File: src/ibh_pkg.sv
// Shared types and constants for the identifier bitmap block.
package ibh_pkg;

    localparam int ID_BITS   = 16;
    localparam int WORD_BITS = 32;
    localparam int BIT_W     = $clog2(WORD_BITS);
    localparam int WADDR_W   = ID_BITS - BIT_W;
    localparam int NUM_WORDS = 1 << WADDR_W;

    typedef enum logic [1:0] {
        OP_INSERT = 2'd0,
        OP_TEST   = 2'd1,
        OP_HOLE   = 2'd2,
        OP_NONE   = 2'd3
    } op_t;

    typedef struct packed {
        logic                 en;
        logic [WADDR_W-1:0]   addr;
        logic [WORD_BITS-1:0] data;
    } mem_wr_t;

    typedef struct packed {
        logic             found;
        logic [BIT_W-1:0] pos;
    } scan_res_t;

endpackage

File: src/ibh_scan.sv
// Word scanner: lowest clear bit at or above a start position.
module ibh_scan (
    input  logic [ibh_pkg::WORD_BITS-1:0] word,
    input  logic [ibh_pkg::BIT_W-1:0]     start,
    output ibh_pkg::scan_res_t            res
);

    logic [ibh_pkg::WORD_BITS-1:0] below;
    logic [ibh_pkg::WORD_BITS-1:0] masked;

    always_comb
    begin
        below  = (ibh_pkg::WORD_BITS'(1) << start) - ibh_pkg::WORD_BITS'(1);
        masked = word | below;
        res    = '0;
        for (int i = ibh_pkg::WORD_BITS - 1; i >= 0; i--)
        begin
            if (!masked[i])
            begin
                res.found = 1'b1;
                res.pos   = ibh_pkg::BIT_W'(i);
            end
        end
    end

endmodule

File: config.mk
export PLATFORM = sky130hd
export DESIGN_NAME = ibh_scan
export DESIGN_NICKNAME = d
export VERILOG_FILES = /design/src/ibh_pkg.sv /design/src/ibh_scan.sv
export SDC_FILE = /design/constraint.sdc
export NUM_CORES = 1
export LEC_CHECK = 0
export ABC_AREA = 1
export BUFFER_PORTS_ARGS = -buffer_cell sky130_fd_sc_hd__buf_2
export CORE_MARGIN = 4
export CORE_UTILIZATION = 35
export DETAILED_ROUTE_END_ITERATION = 8
export GPL_TIMING_DRIVEN = 0
export PLACE_DENSITY = 0.56
export SLEW_MARGIN = 20
export SYNTH_ARGS = -nofsm -noshare
export SYNTH_HDL_FRONTEND = slang
export SYNTH_SLANG_ARGS = --single-unit
File: constraint.sdc
create_clock -name vclk -period 5.7
set_input_delay 1.14 -clock vclk [all_inputs]
set_output_delay 1.14 -clock vclk [all_outputs]
set_load 0.005 [all_outputs]
# Yosys cells after proc, flatten, opt, wreduce, memory -nomap -nowiden
# Index checks and enable logic that the tools add are counted.
# totals
ff_bits	0
inputBits	37
# classes
shift	1
n_addsub	1
n_bitwise	1
n_mux	32
# op_table
op	n
$mux W6	32
$or A32 B32 Y32	1
$shl A1 B5 Y32 const A	1
$sub A32 B2 Y32 const B	1

# Longest topological paths before layout
# depth
depth_word	35
mapped_depth	42
depth_no_buf	41

# Least setup slack after synthesis
# OpenSTA, ideal clock, no wires.
# synth_timing
path_type	input -> output
from	input start[1] (netlist name)
to	output res[0] (netlist name)
t_arrival_ns	3.819
setup_slack_ns	0.741
path_buffers	1
t_required_ns	4.560
path_stages	38
path_cell_list	buf_4 nor2_2 nand2_1 nor2_1 inv_1 ha_1 nand2_2 inv_1 nand3_1 nor2_1 a31o_2 nand3b_1 nand2_1 nand2_1 nand2_1 nand2_1 nand2_1 nand2_1 (+2 left out) nand2_1 nand2_1 nand2_1 nand2_1 nand2_1 nand2_1 nand2_1 nand2_1 nand2_1 nand2_1 nand2_1 nand2_1 nand2_1 nand2_1 nand2_1 nand2_1 nand2_1 a21oi_2
# synth_lines
element	line	rtl
start: declaration	ibh_scan.sv:4	input logic [ibh_pkg::BIT_W-1:0] start,
end: declaration	ibh_scan.sv:5	output ibh_pkg::scan_res_t res

==> results.yml <==
synth:
  synth.largest_area_cell: "nand2_1"
  netlist.area_leader.share_pct: 28.2
  synthTopCellsByArea: "nand2_1 28%, nor2_1 11%, inv_1 7.8%, nand3_1 6.1%, nor2_2 5.3%"
  yosys.cell_count.top_type: "nand2_1"
  synthCells: 267
  yosysUniqueCellTypes: 33
  synth_fp_nets: 305
  ys_warn_count: 0
  ys_seq_area_share_pct: 0
  avgSynthCellArea_um2: 4.89
  synth_area_mm2: 0.00131
  synth_commonest_cells: "98 x nand2_1, 40 x nor2_1, 27 x inv_1, 16 x nand3_1, 11 x nor2_2"
grt:
  grt_use_met2_pct: 28.9
  grt_overflow_total: 0
  grt.met1_usage_pct: 22.8
  grt_pass1_wl_um: 6890
  track_usage_pct: 16.4
  grt_use_met3_pct: 1.16
  grt_max_degree: 11
  antenna_found_initial: 0
  grt_pass1_vias: 1618
  grt-busiest-layer: "met2"
sta:
  tightest_slew_ns: 0.329
  timing.final.crit_share_pct: 93.1
  setup_viol: 0
  maxSlewViolCount: 0
  max_slew_margin_pct: 77.9
  fmax_ghz: 0.188
  fin_crit_ns: 5.31
  hold_violations: 0
worst_setup_path:
  cp.required_ns: 4.56
  path_class: "in -> out"
  end_kind: "output pin"
  arrival_ns: 4.17
  cp_slowest_cell: "nor2_2"
  cp_max_fo: 8
  crit_path_start_kind: "input pin"
  crit_top_cell: "nand2_1"
  cpPeakStageDelay_ns: 0.21
layout:
  drive_gt1_share_pct: 31.8
  nClkBuffers: 0
  seq_cell_count: 0
  seq_area_um2: 0
  post-route-util_pct: 46.4
  final_nets: 348
  area_delta_synth_final_pct: 23.3
  stdcell_count: 354
  fillers: 415
  n_antenna_cell: 0
min_path:
  holdCritPathClass: "in -> out"
pwr:
  leakagePower_nw: 0.964
  power.total_mw: 0.145
  ir_worst_vdd_v: 0.0000304
  power.density_mw_per_mm2: 90.1
floorplan:
  row_count: 21
  start_util_pct: 37.7
  io_pins: 43
  die_w_um: 69.1
  coreArea_mm2: 0.00347
  die-area_mm2: 0.00477
  chipHeight_um: 69.1
detailed_routing:
  dr.pass1.iters: 4
  vias_per_cell: 4.75
  wl_per_cell_um: 11.5
  final_antenna_net_count: 0
  routed_wl_um: 4060
  num_vias: 1683
  drcViolationCount: 0
  drtIter0Drc: 54
place:
  dp_hpwl_um: 3420
  dp.cells: 353
  gp_congestion: 0.884
  portBuffers: 40
run:
  cap_violations: 0
status:
  status: "completed"
per-stage QoR:
stage	TNS, ns	hold slack (ns)	worst slack [ns]	instance area [µm²]
after floorplan	0	2.41	0.741	1310
after global placement	0	2.60	0.132	1560
after detailed placement	0	2.60	0.133	1560
after CTS	0	2.60	0.117	1560
after global routing	-0.000106	2.65	-0.000106	1610
final	0	2.60	0.392	1610
cells by family (layout without fill, tap and decap cells):
family | after synthesis | in the layout | synth area share [%]
simple gates | 198 | 198 | 69.8
buf+inv | 38 | 79 | 12.9
compound gates | 27 | 27 | 14.3
xor+xnor | 3 | 3 | 2.01
fa+ha+maj | 1 | 1 | 0.958
worst max-delay path: cells and delay by family:
kind | cells | cell delay [ns]
AND/OR/NAND/NOR | 32 | 2.09
buffers and inverters | 4 | 0.41
AO/OA/AOI/OAI | 2 | 0.30
adder cells (fa/ha/maj) | 1 | 0.21
placed cells by master, fill, tap and decap left out, types with 6 or more instances in the layout:
cell type	n
buf_2	40
inv_2	9
nor2_1	40
nand3_1	16
nand2_1	95
nor2_2	8
inv_1	24
or2_2	6
nand2_2	10
cell type report:
type	instances	area, µm²	area share, %
Buffer	5	45.0	2.80
Tap cell	46	57.6	3.57
Timing Repair Buffer	41	208	12.9
Multi-Input combinational cell	229	1180	73.0
Inverter	33	124	7.69
power by group:
| group | internal [mW] | total (mW) | leakage [nW] | switching, mW |
|---|---|---|---|---|
| sequential | 0 | 0 | 0 | 0 |
| combinational | 0.0584 | 0.145 | 0.964 | 0.0867 |
| clock | 0 | 0 | 0 | 0 |
| total | 0.0584 | 0.145 | 0.964 | 0.0867 |
path summary, 6_finish.rpt:
kind	start	endpoint	slack, ns	cells after the start
max	start[1]	res[0]	0.39	39
min	word[0]	res[0]	2.60	4
routing by layer:
metal	up-vias	wire length, µm
met3	2	173
met2	35	1810
li1	939	-
met5	-	0
met4	0	14
met1	707	2060
repair_timing:
| action | in CTS | in global routing |
|---|---|---|
| hold buffers | 0 | 0 |
| setup buffers | 0 | 1 |
| setup endpoints to repair | 0 | 2 |
| resized for setup | 0 | 12 |
Power figures use the tool's default switching activity.
